===== src/sv/assert_macros.svh =====
// Assertion macros used by the microcode sequencer of the I2C bit sequencer.
`ifndef ASSERT_MACROS_SVH
`define ASSERT_MACROS_SVH

`ifndef SYNTH

// Clocked property check with asynchronous reset gating
`define CHK_PROP(lbl, clk, rstn, prop, msg) \
    lbl: assert property (@(posedge clk) disable iff (!rstn) (prop)) else $error(msg);

// Plain invariant checked at every rising clock edge outside reset
`define CHK_HOLD(lbl, clk, rstn, expr, msg) \
    lbl: assert property (@(posedge clk) disable iff (!rstn) (expr)) else $error(msg);

`else

`define CHK_PROP(lbl, clk, rstn, prop, msg)
`define CHK_HOLD(lbl, clk, rstn, expr, msg)

`endif

`endif


===== src/sv/i2cbs_pkg.sv =====
// Package for the I2C bit sequencer: opcodes, control word type and microcode ROM.
package i2cbs_pkg;

    // Command opcodes
    localparam logic [2:0] OP_START    = 3'd0;
    localparam logic [2:0] OP_STOP     = 3'd1;
    localparam logic [2:0] OP_WRITE    = 3'd2;
    localparam logic [2:0] OP_READ     = 3'd3;
    localparam logic [2:0] OP_SEND_ACK = 3'd4;
    localparam logic [2:0] OP_RECV_ACK = 3'd5;

    localparam int BYTE_BITS = 8;
    localparam int CNT_W     = $clog2(BYTE_BITS);
    localparam int PROG_LEN  = 19;
    localparam int PC_W      = $clog2(PROG_LEN);

    localparam logic [CNT_W-1:0] CNT_LOAD = CNT_W'(BYTE_BITS - 1);

    // Pin value source
    localparam logic [1:0] SRC_ZERO = 2'd0;
    localparam logic [1:0] SRC_ONE  = 2'd1;
    localparam logic [1:0] SRC_TX   = 2'd2;
    localparam logic [1:0] SRC_ACK  = 2'd3;

    // Result payload selection on the final write
    localparam logic [1:0] RES_NONE = 2'd0;
    localparam logic [1:0] RES_BYTE = 2'd1;
    localparam logic [1:0] RES_ACK  = 2'd2;

    // Program entry points
    localparam logic [PC_W-1:0] PC_START = PC_W'(0);
    localparam logic [PC_W-1:0] PC_STOP  = PC_W'(4);
    localparam logic [PC_W-1:0] PC_WRITE = PC_W'(7);
    localparam logic [PC_W-1:0] PC_READ  = PC_W'(10);
    localparam logic [PC_W-1:0] PC_RDLP  = PC_W'(11);
    localparam logic [PC_W-1:0] PC_SACK  = PC_W'(13);
    localparam logic [PC_W-1:0] PC_RACK  = PC_W'(16);

    // One microcode word
    typedef struct packed {
        logic            pin_scl;  // 1 writes SCL, 0 writes SDA
        logic [1:0]      src;
        logic            sample;
        logic            jmp;      // loop back while bits remain
        logic            fin;      // command ends here when no loop is taken
        logic [1:0]      res_sel;
        logic [PC_W-1:0] target;
    } ucw_t;

    // Control handed from sequencer to datapath for one step
    typedef struct packed {
        logic en;
        logic last;
        ucw_t cw;
    } step_t;

    function automatic ucw_t mk(logic scl, logic [1:0] src, logic smp, logic jmp,
                                logic fin, logic [1:0] res, logic [PC_W-1:0] tgt);
        ucw_t w;
        w.pin_scl = scl;
        w.src     = src;
        w.sample  = smp;
        w.jmp     = jmp;
        w.fin     = fin;
        w.res_sel = res;
        w.target  = tgt;
        return w;
    endfunction

    // Microcode ROM
    function automatic ucw_t ucode_rom(logic [PC_W-1:0] a);
        ucw_t w;
        unique case (a)
            // start
            PC_W'(0):  w = mk(1'b0, SRC_ONE,  1'b0, 1'b0, 1'b0, RES_NONE, PC_START);
            PC_W'(1):  w = mk(1'b1, SRC_ONE,  1'b0, 1'b0, 1'b0, RES_NONE, PC_START);
            PC_W'(2):  w = mk(1'b0, SRC_ZERO, 1'b0, 1'b0, 1'b0, RES_NONE, PC_START);
            PC_W'(3):  w = mk(1'b1, SRC_ZERO, 1'b0, 1'b0, 1'b1, RES_NONE, PC_START);
            // stop
            PC_W'(4):  w = mk(1'b0, SRC_ZERO, 1'b0, 1'b0, 1'b0, RES_NONE, PC_START);
            PC_W'(5):  w = mk(1'b1, SRC_ONE,  1'b0, 1'b0, 1'b0, RES_NONE, PC_START);
            PC_W'(6):  w = mk(1'b0, SRC_ONE,  1'b0, 1'b0, 1'b1, RES_NONE, PC_START);
            // write byte
            PC_W'(7):  w = mk(1'b0, SRC_TX,   1'b0, 1'b0, 1'b0, RES_NONE, PC_START);
            PC_W'(8):  w = mk(1'b1, SRC_ONE,  1'b0, 1'b0, 1'b0, RES_NONE, PC_START);
            PC_W'(9):  w = mk(1'b1, SRC_ZERO, 1'b0, 1'b1, 1'b1, RES_NONE, PC_WRITE);
            // read byte
            PC_W'(10): w = mk(1'b0, SRC_ONE,  1'b0, 1'b0, 1'b0, RES_NONE, PC_START);
            PC_W'(11): w = mk(1'b1, SRC_ONE,  1'b1, 1'b0, 1'b0, RES_NONE, PC_START);
            PC_W'(12): w = mk(1'b1, SRC_ZERO, 1'b0, 1'b1, 1'b1, RES_BYTE, PC_RDLP);
            // send ack
            PC_W'(13): w = mk(1'b0, SRC_ACK,  1'b0, 1'b0, 1'b0, RES_NONE, PC_START);
            PC_W'(14): w = mk(1'b1, SRC_ONE,  1'b0, 1'b0, 1'b0, RES_NONE, PC_START);
            PC_W'(15): w = mk(1'b1, SRC_ZERO, 1'b0, 1'b0, 1'b1, RES_NONE, PC_START);
            // receive ack
            PC_W'(16): w = mk(1'b0, SRC_ONE,  1'b0, 1'b0, 1'b0, RES_NONE, PC_START);
            PC_W'(17): w = mk(1'b1, SRC_ONE,  1'b1, 1'b0, 1'b0, RES_NONE, PC_START);
            PC_W'(18): w = mk(1'b1, SRC_ZERO, 1'b0, 1'b0, 1'b1, RES_ACK,  PC_START);
            default:   w = mk(1'b0, SRC_ONE,  1'b0, 1'b0, 1'b1, RES_NONE, PC_START);
        endcase
        return w;
    endfunction

    // Entry address of each command
    function automatic logic [PC_W-1:0] op_entry(logic [2:0] op);
        logic [PC_W-1:0] e;
        unique case (op)
            OP_START:    e = PC_START;
            OP_STOP:     e = PC_STOP;
            OP_WRITE:    e = PC_WRITE;
            OP_READ:     e = PC_READ;
            OP_SEND_ACK: e = PC_SACK;
            OP_RECV_ACK: e = PC_RACK;
            default:     e = PC_START;
        endcase
        return e;
    endfunction

endpackage


===== src/sv/i2c_master_bit_sequencer.sv =====
// I2C master bit sequencer top level.
//
// Input channel (in_valid/in_ready) takes one bus command per transaction:
// start, stop, write byte, read byte, send ack or receive ack, with the
// byte to send, the ack level and the slave line levels alongside.
// Output channel (out_valid/out_ready) gives one transaction per pin write,
// carrying SCL and SDA levels, a sample flag and a last flag; the final
// write of read byte carries rx_byte, of receive ack carries ack_seen.
// A command is run by a microcode program: one ROM word per pin write, with
// a loop counter for the eight bit slots. The sequencer steps one result
// per cycle while the output register is free to take it.
// Opcodes 6 and 7 are accepted and produce nothing.
// A stalled receiver holds the result register and freezes the program;
// the next command is accepted while the final result still waits.
// Reset releases both lines high and empties the output register.
module i2c_master_bit_sequencer
    import i2cbs_pkg::*;
(
    input  logic       clk,
    input  logic       rst_n,
    input  logic       in_valid,
    output logic       in_ready,
    input  logic [2:0] opcode,
    input  logic [7:0] tx_byte,
    input  logic       ack_level,
    input  logic [7:0] line_bits,
    input  logic       line_ack,
    output logic       out_valid,
    input  logic       out_ready,
    output logic       scl_level,
    output logic       sda_level,
    output logic       sample_now,
    output logic       last_event,
    output logic [7:0] rx_byte,
    output logic       ack_seen
);

    step_t step;
    logic  out_free;
    logic  load;

    assign load = in_valid && in_ready;

    i2cbs_seq u_seq (
        .clk      (clk),
        .rst_n    (rst_n),
        .in_valid (in_valid),
        .in_ready (in_ready),
        .opcode   (opcode),
        .out_free (out_free),
        .step     (step)
    );

    i2cbs_dpath u_dpath (
        .clk        (clk),
        .rst_n      (rst_n),
        .load       (load),
        .opcode     (opcode),
        .tx_byte    (tx_byte),
        .ack_level  (ack_level),
        .line_bits  (line_bits),
        .line_ack   (line_ack),
        .step       (step),
        .out_free   (out_free),
        .out_valid  (out_valid),
        .out_ready  (out_ready),
        .scl_level  (scl_level),
        .sda_level  (sda_level),
        .sample_now (sample_now),
        .last_event (last_event),
        .rx_byte    (rx_byte),
        .ack_seen   (ack_seen)
    );

endmodule


===== src/sv/i2cbs_seq.sv =====
// Microcode sequencer: program counter, bit loop counter and ROM fetch.
`include "assert_macros.svh"

module i2cbs_seq
    import i2cbs_pkg::*;
(
    input  logic       clk,
    input  logic       rst_n,
    input  logic       in_valid,
    output logic       in_ready,
    input  logic [2:0] opcode,
    input  logic       out_free,
    output step_t      step
);

    logic             busy_reg, busy_next;
    logic [PC_W-1:0]  pc_reg, pc_next;
    logic [CNT_W-1:0] cnt_reg, cnt_next;
    logic             accept;
    logic             op_ok;
    logic             loop_taken;
    ucw_t             cw;

    assign in_ready = !busy_reg;
    assign accept   = in_valid && in_ready;
    assign op_ok    = (opcode <= OP_RECV_ACK);

    // Fetch and decode the current step
    assign cw         = ucode_rom(pc_reg);
    assign step.en    = busy_reg && out_free;
    assign step.cw    = cw;
    assign loop_taken = cw.jmp && (cnt_reg != '0);
    assign step.last  = cw.fin && !loop_taken;

    // Next program state
    always_comb
    begin
        busy_next = busy_reg;
        pc_next   = pc_reg;
        cnt_next  = cnt_reg;
        if (accept)
        begin
            busy_next = op_ok;
            pc_next   = op_entry(opcode);
            cnt_next  = CNT_LOAD;
        end
        else if (step.en)
        begin
            if (loop_taken)
            begin
                pc_next  = cw.target;
                cnt_next = cnt_reg - 1'b1;
            end
            else if (cw.fin)
            begin
                busy_next = 1'b0;
            end
            else
            begin
                pc_next = pc_reg + 1'b1;
            end
        end
    end

    always_ff @(posedge clk or negedge rst_n)
    begin
        if (!rst_n)
        begin
            busy_reg <= 1'b0;
            pc_reg   <= PC_START;
            cnt_reg  <= '0;
        end
        else
        begin
            busy_reg <= busy_next;
            pc_reg   <= pc_next;
            cnt_reg  <= cnt_next;
        end
    end

    `CHK_HOLD(a_pc_range, clk, rst_n, !busy_reg || (pc_reg < PC_W'(PROG_LEN)), "pc out of program")
    `CHK_PROP(a_start_busy, clk, rst_n, accept && op_ok |=> busy_reg, "valid command did not start")
    `CHK_PROP(a_last_idle, clk, rst_n, step.en && step.last |=> !busy_reg, "busy after last step")
    `CHK_PROP(a_loop_dec, clk, rst_n, step.en && loop_taken |=> cnt_reg == $past(cnt_reg) - 1'b1, "bit count not stepped")

endmodule


===== src/sv/i2cbs_dpath.sv =====
// Datapath: pin state, shift registers and the result output register.
module i2cbs_dpath
    import i2cbs_pkg::*;
(
    input  logic       clk,
    input  logic       rst_n,
    input  logic       load,
    input  logic [2:0] opcode,
    input  logic [7:0] tx_byte,
    input  logic       ack_level,
    input  logic [7:0] line_bits,
    input  logic       line_ack,
    input  step_t      step,
    output logic       out_free,
    output logic       out_valid,
    input  logic       out_ready,
    output logic       scl_level,
    output logic       sda_level,
    output logic       sample_now,
    output logic       last_event,
    output logic [7:0] rx_byte,
    output logic       ack_seen
);

    logic       scl_reg, scl_next;
    logic       sda_reg, sda_next;
    logic [7:0] tx_sh_reg, tx_sh_next;
    logic [7:0] line_sh_reg, line_sh_next;
    logic [7:0] rx_sh_reg, rx_sh_next;
    logic       ackl_reg, ackl_next;
    logic       ov_reg, ov_next;
    logic       pin_val;

    logic       o_scl_reg, o_sda_reg, o_smp_reg, o_last_reg, o_ack_reg;
    logic [7:0] o_rx_reg;

    assign out_free  = !ov_reg || out_ready;
    assign out_valid = ov_reg;

    // Value written to the selected pin
    always_comb
    begin
        unique case (step.cw.src)
            SRC_ZERO: pin_val = 1'b0;
            SRC_ONE:  pin_val = 1'b1;
            SRC_TX:   pin_val = tx_sh_reg[7];
            SRC_ACK:  pin_val = ackl_reg;
            default:  pin_val = 1'b1;
        endcase
    end

    // Pin and shift register updates
    always_comb
    begin
        scl_next     = scl_reg;
        sda_next     = sda_reg;
        tx_sh_next   = tx_sh_reg;
        line_sh_next = line_sh_reg;
        rx_sh_next   = rx_sh_reg;
        ackl_next    = ackl_reg;
        if (load)
        begin
            tx_sh_next   = tx_byte;
            line_sh_next = (opcode == OP_READ) ? line_bits : {line_ack, 7'd0};
            ackl_next    = ack_level;
        end
        else if (step.en)
        begin
            if (step.cw.pin_scl)
                scl_next = pin_val;
            else
                sda_next = pin_val;
            if (step.cw.src == SRC_TX)
                tx_sh_next = {tx_sh_reg[6:0], 1'b0};
            if (step.cw.sample)
            begin
                rx_sh_next   = {rx_sh_reg[6:0], line_sh_reg[7]};
                line_sh_next = {line_sh_reg[6:0], 1'b0};
            end
        end
    end

    // Output valid tracking
    always_comb
    begin
        ov_next = ov_reg;
        if (step.en)
            ov_next = 1'b1;
        else if (out_ready)
            ov_next = 1'b0;
    end

    always_ff @(posedge clk or negedge rst_n)
    begin
        if (!rst_n)
        begin
            scl_reg <= 1'b1;
            sda_reg <= 1'b1;
            ov_reg  <= 1'b0;
        end
        else
        begin
            scl_reg <= scl_next;
            sda_reg <= sda_next;
            ov_reg  <= ov_next;
        end
    end

    // Working registers, no reset needed
    always_ff @(posedge clk)
    begin
        tx_sh_reg   <= tx_sh_next;
        line_sh_reg <= line_sh_next;
        rx_sh_reg   <= rx_sh_next;
        ackl_reg    <= ackl_next;
    end

    // Result register
    always_ff @(posedge clk)
    begin
        if (step.en)
        begin
            o_scl_reg  <= scl_next;
            o_sda_reg  <= sda_next;
            o_smp_reg  <= step.cw.sample;
            o_last_reg <= step.last;
            o_rx_reg   <= (step.last && step.cw.res_sel == RES_BYTE) ? rx_sh_reg : 8'd0;
            o_ack_reg  <= step.last && (step.cw.res_sel == RES_ACK) && rx_sh_reg[0];
        end
    end

    assign scl_level  = o_scl_reg;
    assign sda_level  = o_sda_reg;
    assign sample_now = o_smp_reg;
    assign last_event = o_last_reg;
    assign rx_byte    = o_rx_reg;
    assign ack_seen   = o_ack_reg;

endmodule


===== config.mk =====
export PLATFORM = sky130hd
export DESIGN_NAME = i2c_master_bit_sequencer
export DESIGN_NICKNAME = d
export VERILOG_FILES = /design/src/sv/i2cbs_pkg.sv /design/src/sv/i2c_master_bit_sequencer.sv /design/src/sv/i2cbs_seq.sv /design/src/sv/i2cbs_dpath.sv
export VERILOG_INCLUDE_DIRS = /design/src /design/src/sv
export SDC_FILE = /design/constraint.sdc
export NUM_CORES = 1
export LEC_CHECK = 0
export ABC_AREA = 1
export BUFFER_PORTS_ARGS = -buffer_cell sky130_fd_sc_hd__buf_2
export CAP_MARGIN = 10
export CORE_UTILIZATION = 29
export DETAILED_ROUTE_END_ITERATION = 12
export PLACE_DENSITY_LB_ADDON = 0.25
export SLEW_MARGIN = 10
export SYNTH_ARGS = -nofsm -noshare
export SYNTH_HDL_FRONTEND = slang
export SYNTH_HIERARCHICAL = 1
export SYNTH_SLANG_ARGS = --single-unit
export TNS_END_PERCENT = 1

===== constraint.sdc =====
create_clock -name clk -period 3.3 [get_ports clk]
set_input_delay 0.66 -clock clk [delete_from_list [all_inputs] [get_ports clk]]
set_output_delay 0.66 -clock clk [all_outputs]
set_load 0.1 [all_outputs]

Word-level counts from Yosys, hierarchy flattened
Memories as Yosys holds them, arrays and structs flattened.
Index checks and enable logic that the tools add are counted.
W data, S select, Z words.
{"block": "op_classes", "add_sub_neg": 2, "magnitude_cmp": 1, "eq_ne": 12, "mux": 28, "bitwise_logic": 1, "n_reduce_logical": 25}
{"cell": "$mux W8", "n": 7}
{"cell": "$pmux W5 S5", "n": 1}
{"cell": "$mux W5", "n": 4}
{"cell": "$mux W1", "n": 12}
{"cell": "$reduce_bool A2 Y1", "n": 6}
{"cell": "$mux W3", "n": 3}
{"cell": "$reduce_and A2 Y1", "n": 4}
{"cell": "$logic_and A1 B1 Y1", "n": 7}
{"cell": "$eq A2 B2 Y1 const B", "n": 3}
{"cell": "$eq A3 B2 Y1 const B", "n": 2}
{"cell": "$eq A3 B3 Y1 const B", "n": 2}
{"cell": "$reduce_and A3 Y1", "n": 2}
{"cell": "$add A5 B1 Y5 const B", "n": 1}
{"cell": "$eq A2 B1 Y1 const B", "n": 2}
{"cell": "$pmux W1 S4", "n": 1}
{"cell": "$eq A3 B1 Y1 const B", "n": 1}
{"cell": "$le A3 B3 Y1 const B", "n": 1}
{"cell": "$logic_not A1 Y1", "n": 3}
{"cell": "$ne A3 B2 Y1 const B", "n": 1}
{"cell": "$reduce_bool A3 Y1", "n": 1}
{"cell": "$sub A3 B1 Y3 const B", "n": 1}
{"cell": "$logic_not A2 Y1", "n": 1}
{"cell": "$ne A2 B2 Y1 const B", "n": 1}
{"cell": "$logic_or A1 B1 Y1", "n": 1}
{"cell": "$not A1 Y1", "n": 1}
{"block": "word_totals", "register_bits": 50, "mem_bits_ro": 384, "output_inout_bits": 15, "mem_count": 1}
{"name": "(no name shown)", "depth": 32, "word_bits": 12, "read_ports": 1, "rd_clocked_by_memory_dff": 0, "wr": 0, "line": "i2cbs_pkg.sv:73", "text": "unique case (a)"}

Logic depth before layout (Yosys ltp)
Gate-level depths: netlist of the first run.
{"block": "logic_depth", "depth_word": 6, "ltp_mapped": 12, "ltp_nobuf": 12}

Modules after synthesis
Netlist of the first run, hierarchy kept.
{"module": "i2cbs_dpath", "n_inst": 1, "cells_each": 144, "area_each_um2": 1659.1}
{"module": "i2cbs_seq", "n_inst": 1, "cells_each": 149, "area_each_um2": 991.0}
{"module": "i2c_master_bit_sequencer", "n_inst": 1, "cells_each": 2, "area_each_um2": 7.5}

Worst setup path after synthesis of the first run
No wires, ideal clock.
{"block": "synth_path", "path_kind": "register to register", "start": "reg u_dpath.ov_reg (netlist: u_dpath/out_valid)", "end": "reg u_dpath.rx_sh_reg[0] (enable)", "setup_time_ns": 0.383, "arrival_ns": 2.252, "required_ns": 2.917, "slack_ns": 0.665, "path_stages_with_launch": 6, "n_path_buf": 0, "path_cell_list": "dfrtp_1 -> nand2_1 -> nand2_1 -> inv_1 -> inv_1 -> nor3_1"}
{"item": "start, declared", "line": "i2cbs_dpath.sv:31", "text": "logic ov_reg, ov_next;"}
{"item": "start signal, assigned", "line": "i2cbs_dpath.sv:105", "text": "ov_reg <= ov_next;"}
{"item": "end signal, assigned", "line": "i2cbs_dpath.sv:114", "text": "rx_sh_reg <= rx_sh_next;"}
{"item": "end, declared", "line": "i2cbs_dpath.sv:29", "text": "logic [7:0] rx_sh_reg, rx_sh_next;"}

==> results of run 1 <==
## placed cells by master (no fill, tap or decap), drive strengths merged
master and n:
a21oi 2, o21ai 10, inv 47, xnor2 1
clkinvlp 1, nand3b 2, nand4 5, nor3 3
a32oi 1, nand2 103, edfxtp 38, nor2 23
clkinv 2, a31oi 1, buf 41, dfrtp 10
nor3b 1, a21boi 1, o2111a 1, nand3 22
dfstp 2, clkbuf 5, ha 9, xor2 1
a32o 1
## worst max-delay path by stage
stage / to / from
after floorplan: u_dpath/rx_sh_reg[0]$_DFFE_PP_ / u_dpath/out_valid$_DFFE_PN0P_
after global placement: u_dpath/line_sh_reg[3]$_DFFE_PP_ / in_valid
after detailed placement: u_dpath/line_sh_reg[0]$_SDFFCE_PN0P_ / in_valid
after CTS: u_dpath/line_sh_reg[6]$_DFFE_PP_ / u_seq/pc_reg[1]$_DFFE_PN0P_
after global routing: u_dpath/line_sh_reg[6]$_DFFE_PP_ / u_seq/pc_reg[1]$_DFFE_PN0P_
final: u_dpath/line_sh_reg[0]$_SDFFCE_PN0P_ / u_seq/pc_reg[1]$_DFFE_PN0P_
## power by group
part	internal [µW]	switching [µW]	total, µW	leakage, µW
clock	149	199	348	0.0000441
combinational	348	1190	1530	0.000926
sequential	944	120	1060	0.000499
total	1440	1500	2950	0.00147
## worst max-delay path, cell delays in order (launching register included)
cell and delay [ps]:
dfrtp_1 480, inv_1 140, ha_1 150, inv_1 60, nor2_1 150, a32o_1 180
inv_1 70, o21ai_1 550
## final cells by class
cell class                 count  area (µm²)  share of cell area (%)
sequential                    50        1444                   47.92
multi-input combinational    187       954.7                   31.69
timing repair buffer          41       210.2                   6.977
inverter                      47       178.9                   5.939
tap                          108       135.1                   4.485
clock buffer                   5       68.82                   2.284
clock inverter                 3       21.27                  0.7060
## through the flow
stage,hold WS (ps),util (%)
2_1_floorplan,364.4,-
3_3_place_gp,404.5,33.35
3_5_place_dp,406.6,33.35
4_1_cts,251.0,34.38
5_1_grt,248.4,34.38
6_report,243.8,34.38
## layer usage
metal / up-vias / part of all wire [%]
met2: 50 / 45
met4: 0 / 0.38
met3: 2 / 4.0
met1: 888 / 51
li1: 1015 / -
met5: - / 0
==> flow_summary.ini, run 1 <==
[drt]
drc_errors = 0
vias_per_cell = 4.433
ant_nets = 0
routed_wl_mm = 5.028
initialDrtViolationCount = 116
vias = 1955
firstDrtPassIters = 4
avgRoutedWirePerCell_um = 11.40

[clock_tree]
cts-root-buf = clkbuf_8
post-cts-setup-buffers = 0
cts_resized = 0
clock-sinks = 50
cts_tree = done
insertion_delay_ps = 290
htree_levels = 2
hold_buffers = 0
cts_made_buffers = 5
clk_pin_slew_worst_paths_ps = 90
clockBufferDepth = 2

[floorplan]
start_util_pct = 29.98
rows = 34
die_w_um = 97.19
io_pins = 40
core_um2 = 8763
die_y_um = 97.19
die_area_um2 = 9445

[synthesis]
syn_area_um2 = 2628
yosysWarningCount = 6
synthCells = 290
postSynthAreaPerCell_um2 = 9.060
syn_nets = 324

[run_status]
status = completed

[final_layout]
final_cells = 441
drive_gt1_share_pct = 20.72
nFillCells = 929
stdcell_area_um2 = 3013
syn2layout_area_growth_pct = 14.67
fin_nets = 366
diodes = 0

[global_routing]
grt_antenna_before_repair = 0
grt_max_degree = 21
top_usage_layer = met2
use_met2_pct = 17.66
grt_use_total_pct = 10.94
grt_util_met3_pct = 2.518
grt_remaining_overflow = 0
use_met1_pct = 15.10
first_global_vias = 1795
grt_pass1_wl_mm = 8.376

[sta]
worst_pin_slew_ps = 689.3
rsz0062_at_grt = false
fin_tns_setup_ps = 0
min_period_ps = 2142
fin_skew_ps = 4.865
slew_viol_final = 0
fmax_mhz = 466.8
setup_violations = 0
hold_violations = 0
max-slew-margin-rel_pct = 53.74
layout_setup_ws_ps = 1158
min_period_over_period_pct = 64.92

[critical_path]
crit_arrival_ps = 2080
rr_startpoint = u_seq/pc_reg[1]$_DFFE_PN0P_
worstSetupPathType = register to register
crit_path_start_kind = register
required_ps = 3240
cp-end-kind = register
rr_worst_depth = 7
cp_max_fo = 8
r2r_end = u_dpath/line_sh_reg[0]$_SDFFCE_PN0P_
r2r_slack_ps = 1160

[placement]
gp_congestion = 0.7985
placedInstanceArea_um2 = 2923
post-place-ws_ps = 1110
place_inst = 433
io_buffers = 39
post-dp-hpwl_mm = 3.943

[power_and_ir_drop]
peakVddDrop_mv = 0.2941
p_total_uw = 2946
power_density_nw_per_um2 = 978.0
power_leakage_uw = 0.001469

[flow_run]
max_cap_viol_count = 0

[hold_path]
hp-class = input port to async pin
No activity file was read; power rests on OpenSTA's default activity.
==> run 2: changes to the inputs <==
--- a/config.mk
+++ b/config.mk
@@ -6,7 +6,7 @@
 export SDC_FILE = /design/constraint.sdc
 export NUM_CORES = 1
 export LEC_CHECK = 0
-export ABC_AREA = 1
+export ABC_AREA = 0
 export BUFFER_PORTS_ARGS = -buffer_cell sky130_fd_sc_hd__buf_2
 export CAP_MARGIN = 10
 export CORE_UTILIZATION = 29
==> constraint.sdc (replaced) <==
create_clock -name clk -period 1.8 [get_ports clk]
set_input_delay 0.36 -clock clk [delete_from_list [all_inputs] [get_ports clk]]
set_output_delay 0.36 -clock clk [all_outputs]
set_load 0.1 [all_outputs]
==> run 2 against run 1 <==
  * The flow now finishes with violations (negative setup slack)
  * Synthesized cell count shrank 26%
  * Utilization grew 5.8 points
  * Critical endpoint is now u_seq/pc_reg[0]$_DFFE_PN0P_
  * Sequential power up 84%
  * Via count is 5.5% lower
  * Clock skew grew 6.1 ps
  * Non-clock buffer count increased by 45
  * Sequential share of layout area decreased by 6.8 points
  * Clock-buffer cell count grew 1
==> flow_summary.ini, run 2 <==
[run_status]
status = finished, violations left
violations = negative setup slack

[final_layout]
diodes = 0
fin_nets = 333
final_cell_mix = buf_4 (42), buf_2 (39), edfxtp_1 (38), nand2_1 (19), inv_1 (14)
syn2layout_area_growth_pct = 33.95
layout_commonest_cell = buf_4
drive_gt1_share_pct = 48.00

[drt]
initialDrtViolationCount = 50
routed_wl_mm = 5.474
vias_per_cell = 4.529
vias = 1848
avgRoutedWirePerCell_um = 13.42
drc_errors = 0
ant_nets = 0
firstDrtPassIters = 4

[clock_tree]
clk_pin_slew_worst_paths_ps = 90
cts_tree = done
clock-sinks = 50
insertion_delay_ps = 300
htree_levels = 2
clockBufferDepth = 2
cts_made_buffers = 5
cts-root-buf = clkbuf_8

[sta]
min_period_over_period_pct = 114.1
rsz0062_at_grt = true
max-slew-margin-rel_pct = 67.80
worst_pin_slew_ps = 486.3
whs_ps = 242.1
layout_setup_ws_ps = -254.6
fin_skew_ps = 10.99
setup_violations = 34
min_period_ps = 2055
hold_violations = 0
fmax_mhz = 486.7
slew_viol_final = 0

[power_and_ir_drop]
power_leakage_uw = 0.001507
p_total_uw = 7027
power_density_nw_per_um2 = 1996
p_switching_uw = 3088
p_comb_share_pct = 60.8
internal-power_uw = 3939
p_seq_share_pct = 27.8
p_clk_share_pct = 11.4
switching_share_pct = 43.94
peakVddDrop_mv = 0.7511

[global_routing]
grt_remaining_overflow = 0
first_global_vias = 1937
grt_max_degree = 17
grt_pass1_wl_mm = 9.252
grt_use_total_pct = 12.21
grt_antenna_before_repair = 0

[critical_path]
required_ps = 1990
cp_max_fo = 4
crit_arrival_ps = 2250
worstSetupPathType = register to register
cp-end-kind = register
crit_path_start_kind = register

[floorplan]
io_pins = 40
core_um2 = 8763
start_util_pct = 29.98
die_y_um = 97.19
die_w_um = 97.19
rows = 34
die_area_um2 = 9445

[hold_path]
hp-class = input port to register

[synthesis]
syn_nets = 249
yosysWarningCount = 6
synthCells = 215
syn_area_um2 = 2628
postSynthAreaPerCell_um2 = 12.22

[flow_run]
max_cap_viol_count = 0

[placement]
gp_congestion = 0.7766
io_buffers = 39
post-dp-hpwl_mm = 4.123
==> run 2: worst max-delay path, cell delays in order, from the launching register on <==
cell and delay, ps:
dfrtp_1 400, inv_2 100, ha_4 220, buf_4 130
nand2b_1 130, a32o_1 270, buf_4 150, a31o_4 250
mux2_4 300
==> run 2: worst paths after layout <==
check	endpoint	cells after the start	slack (ps)	startpoint
max	u_seq/pc_reg[0]$_DFFE_PN0P_	8	-250	u_seq/pc_reg[1]$_DFFE_PN0P_
min	u_dpath/ackl_reg$_DFFE_PP_	1	240	ack_level
max reg2reg	u_seq/pc_reg[0]$_DFFE_PN0P_	8	-250	u_seq/pc_reg[1]$_DFFE_PN0P_
min reg2reg	u_dpath/rx_sh_reg[0]$_DFFE_PP_	0	440	u_dpath/line_sh_reg[7]$_DFFE_PP_
max in group asynchronous	u_dpath/scl_reg$_DFF_PN1_	2	1030	rst_n
min in group asynchronous	u_seq/busy_reg$_DFFE_PN0P_	2	470	rst_n
==> run 2: repair_timing <==
action,in CTS,in global routing
endpoints found under the hold margin,10,0
pin swaps,9,8
hold buffers,1,0
setup endpoints to repair,42,45
setup buffers,0,2
resized for setup,19,10
==> run 2: layout make-up <==
type	instances	area [µm²]
multi-input combinational	138	1185
fill	858	5244
timing repair buffer	86	565.5
inverter	18	75.07
sequential	50	1448
clock buffer	6	72.57
tap	108	135.1
clock inverter	2	38.79
==> run 2: routing by layer <==
metal,vias to the layer above,part of all wire [%],GRT usage (%)
met4,0,1.7,3.444
li1,946,-,-
met1,870,46,14.72
met3,6,2.4,2.014
met5,-,0,0
met2,26,50,22.26
==> run 2: stage by stage <==
step / instances / setup slack (ps) / utilization (%) / TNS (ps) / instance area (µm²)
2_1_floorplan: 215 / -306.1 / - / -10360 / 2671
3_3_place_gp: 397 / -305.7 / 37.31 / -6671 / 3269
3_5_place_dp: 397 / -323.1 / 37.31 / -7943 / 3269
4_1_cts: 406 / -213.1 / 39.63 / -3288 / 3473
5_1_grt: 408 / -391.4 / 40.16 / -7264 / 3520
6_report: 408 / -254.6 / 40.16 / -3504 / 3520
==> run 2: power groups by stage <==
stage                     clock network [µW]  registers (µW)  logic, µW
after CTS                                827            1960       4160
after floorplan                            0            2890       1780
final                                    800            1950       4270
after global placement                     0            1970       3920
after global routing                     869            2000       4560
after detailed placement                   0            1970       3950
==> run 3: changes to the inputs <==
==> constraint.sdc (replaced) <==
create_clock -name clk -period 1.8 [get_ports clk]
set_input_delay 0.27 -clock clk [delete_from_list [all_inputs] [get_ports clk]]
set_output_delay 0.27 -clock clk [all_outputs]
set_load 0.1 [all_outputs]
==> run 3 against run 2 <==
  * The run still ends with negative setup slack left
  * Sequential share of layout area down 1.1 points
  * Die area unchanged
  * Largest cell class unchanged
  * Combinational power up 4%
  * Critical endpoint is now u_dpath/scl_level$_DFFE_PP_
  * Sequential power about the same
  * Hold slack worse by 100 ps
  * Critical path depth unchanged
==> flow_summary.ini, run 3 (synthesized netlist as in run 2, its figures left out) <==
[run_status]
status = finished, violations left
violations = negative setup slack

[power_and_ir_drop]
p_clk_share_pct = 11.7
peakVddDrop_mv = 0.5702
p_comb_share_pct = 61.4
p_seq_share_pct = 27.0
switching_share_pct = 43.55
p_switching_uw = 3164
power_density_nw_per_um2 = 2007
power_leakage_uw = 0.001555
internal-power_uw = 4101

[final_layout]
final_cell_mix = buf_4 (43), buf_2 (39), edfxtp_1 (38), nand2_1 (19), inv_1 (14)
syn2layout_area_growth_pct = 37.76
layout_commonest_cell = buf_4
diodes = 0
drive_gt1_share_pct = 49.01
final_cells = 412
final_util_pct = 41.31
fin_nets = 337

[critical_path]
max_stage_delay_ps = 430
cp_max_fo = 4
worstPathCellList = buf_4 -> buf_4 -> ha_2 -> mux2_2 -> and3_4 -> a21oi_4 -> a31oi_4 -> mux2_4
crit_arrival_ps = 2100
critical_path_buf_inv_count = 2
cp-end-kind = register
r2r_slack_ps = -240
crit_path_start_kind = register
required_ps = 1860
critPathSlowestCell = dfrtp_1
worstSetupPathType = register to register
critPathTopFamily = multiplexers
cpMostUsedCell = buf_4

[floorplan]
start_util_pct = 29.98
die_area_um2 = 9445
die_y_um = 97.19
core_um2 = 8763
rows = 34
io_pins = 40
die_w_um = 97.19

[drt]
avgRoutedWirePerCell_um = 13.28
routed_wl_mm = 5.471
vias = 1881
firstDrtPassIters = 4
ant_nets = 0
drc_errors = 0
vias_per_cell = 4.566
initialDrtViolationCount = 66

[sta]
min_period_ps = 2045
layout_setup_ws_ps = -244.9
rsz0062_at_grt = true
setup_violations = 34
fin_skew_ps = 8.880
max-slew-margin-rel_pct = 67.69
worst_pin_slew_ps = 488.0
slew_viol_final = 0
fmax_mhz = 489.0
hold_violations = 0
min_period_over_period_pct = 113.6
fin_tns_setup_ps = -4536

[global_routing]
grt_remaining_overflow = 0
first_global_vias = 1861
grt_max_degree = 17
grt_pass1_wl_mm = 8.956
grt_use_total_pct = 12.03
grt_antenna_before_repair = 0

[placement]
gp_congestion = 0.7799
io_buffers = 39
place_inst = 398
post-dp-hpwl_mm = 4.065

[clock_tree]
clockBufferDepth = 2
insertion_delay_ps = 300
clk_pin_slew_worst_paths_ps = 100
cts_tree = done
htree_levels = 2
clock-sinks = 50
cts-root-buf = clkbuf_8
cts_made_buffers = 5

[flow_run]
max_cap_viol_count = 0

[hold_path]
hp-class = input port to register
-- run 3: metal layers --
layer	up-vias	routed length [µm]	global-route usage, %
li1	954	-	-
met1	883	2561	15.56
met2	40	2626	19.61
met3	4	217	2.734
met4	0	64	4.478
met5	-	0	0
-- run 3: area by class of cell --
cell class / instances / area, µm²
Tap cell: 108 / 135.1
Fill cell: 845 / 5144
Clock buffer: 6 / 82.58
Multi-Input combinational cell: 138 / 1225
Clock inverter: 2 / 38.79
Timing Repair Buffer: 90 / 615.6
Sequential cell: 50 / 1448
Inverter: 18 / 75.07
-- run 3: final timing paths --
check / end / startpoint / cells after the start
worst max-delay path: u_dpath/scl_level$_DFFE_PP_ / u_seq/pc_reg[0]$_DFFE_PN0P_ / 8
min in group asynchronous: u_seq/pc_reg[0]$_DFFE_PN0P_ / rst_n / 2
worst max register to register: u_dpath/scl_level$_DFFE_PP_ / u_seq/pc_reg[0]$_DFFE_PN0P_ / 8
max in group asynchronous: u_dpath/scl_reg$_DFF_PN1_ / rst_n / 2
worst min register to register: u_dpath/rx_sh_reg[7]$_DFFE_PP_ / u_dpath/rx_sh_reg[6]$_DFFE_PP_ / 0
worst min-delay path: u_dpath/ackl_reg$_DFFE_PP_ / ack_level / 1
-- run 3: power groups by stage --
stage,clock network (µW),registers (µW),logic (µW)
floorplan,0,2890,1780
global placement,0,1970,3930
detailed placement,0,1980,3950
CTS,870,1960,4270
global route,927,2010,4750
finish,846,1960,4460
-- run 3: what timing repair did --
| action | CTS | global route |
|---|---|---|
| hold buffers | 1 | 0 |
| setup endpoints to repair | 43 | 46 |
| resized for setup | 18 | 16 |
| pin swaps | 9 | 5 |
| setup buffers | 4 | 1 |
| hold endpoints to repair | 10 | 0 |
-- run 3: metrics by stage --
stage	area, µm²	setup slack, ps	hold WS (ps)	power, µW
2_1_floorplan	2671	-306.1	-25.59	4672
3_3_place_gp	3277	-316.7	186.5	5894
5_1_grt	3620	-348.1	123.5	7680
3_5_place_dp	3277	-351.5	189.3	5932
4_1_cts	3538	-247.7	134.2	7108
6_report	3620	-244.9	142.3	7265
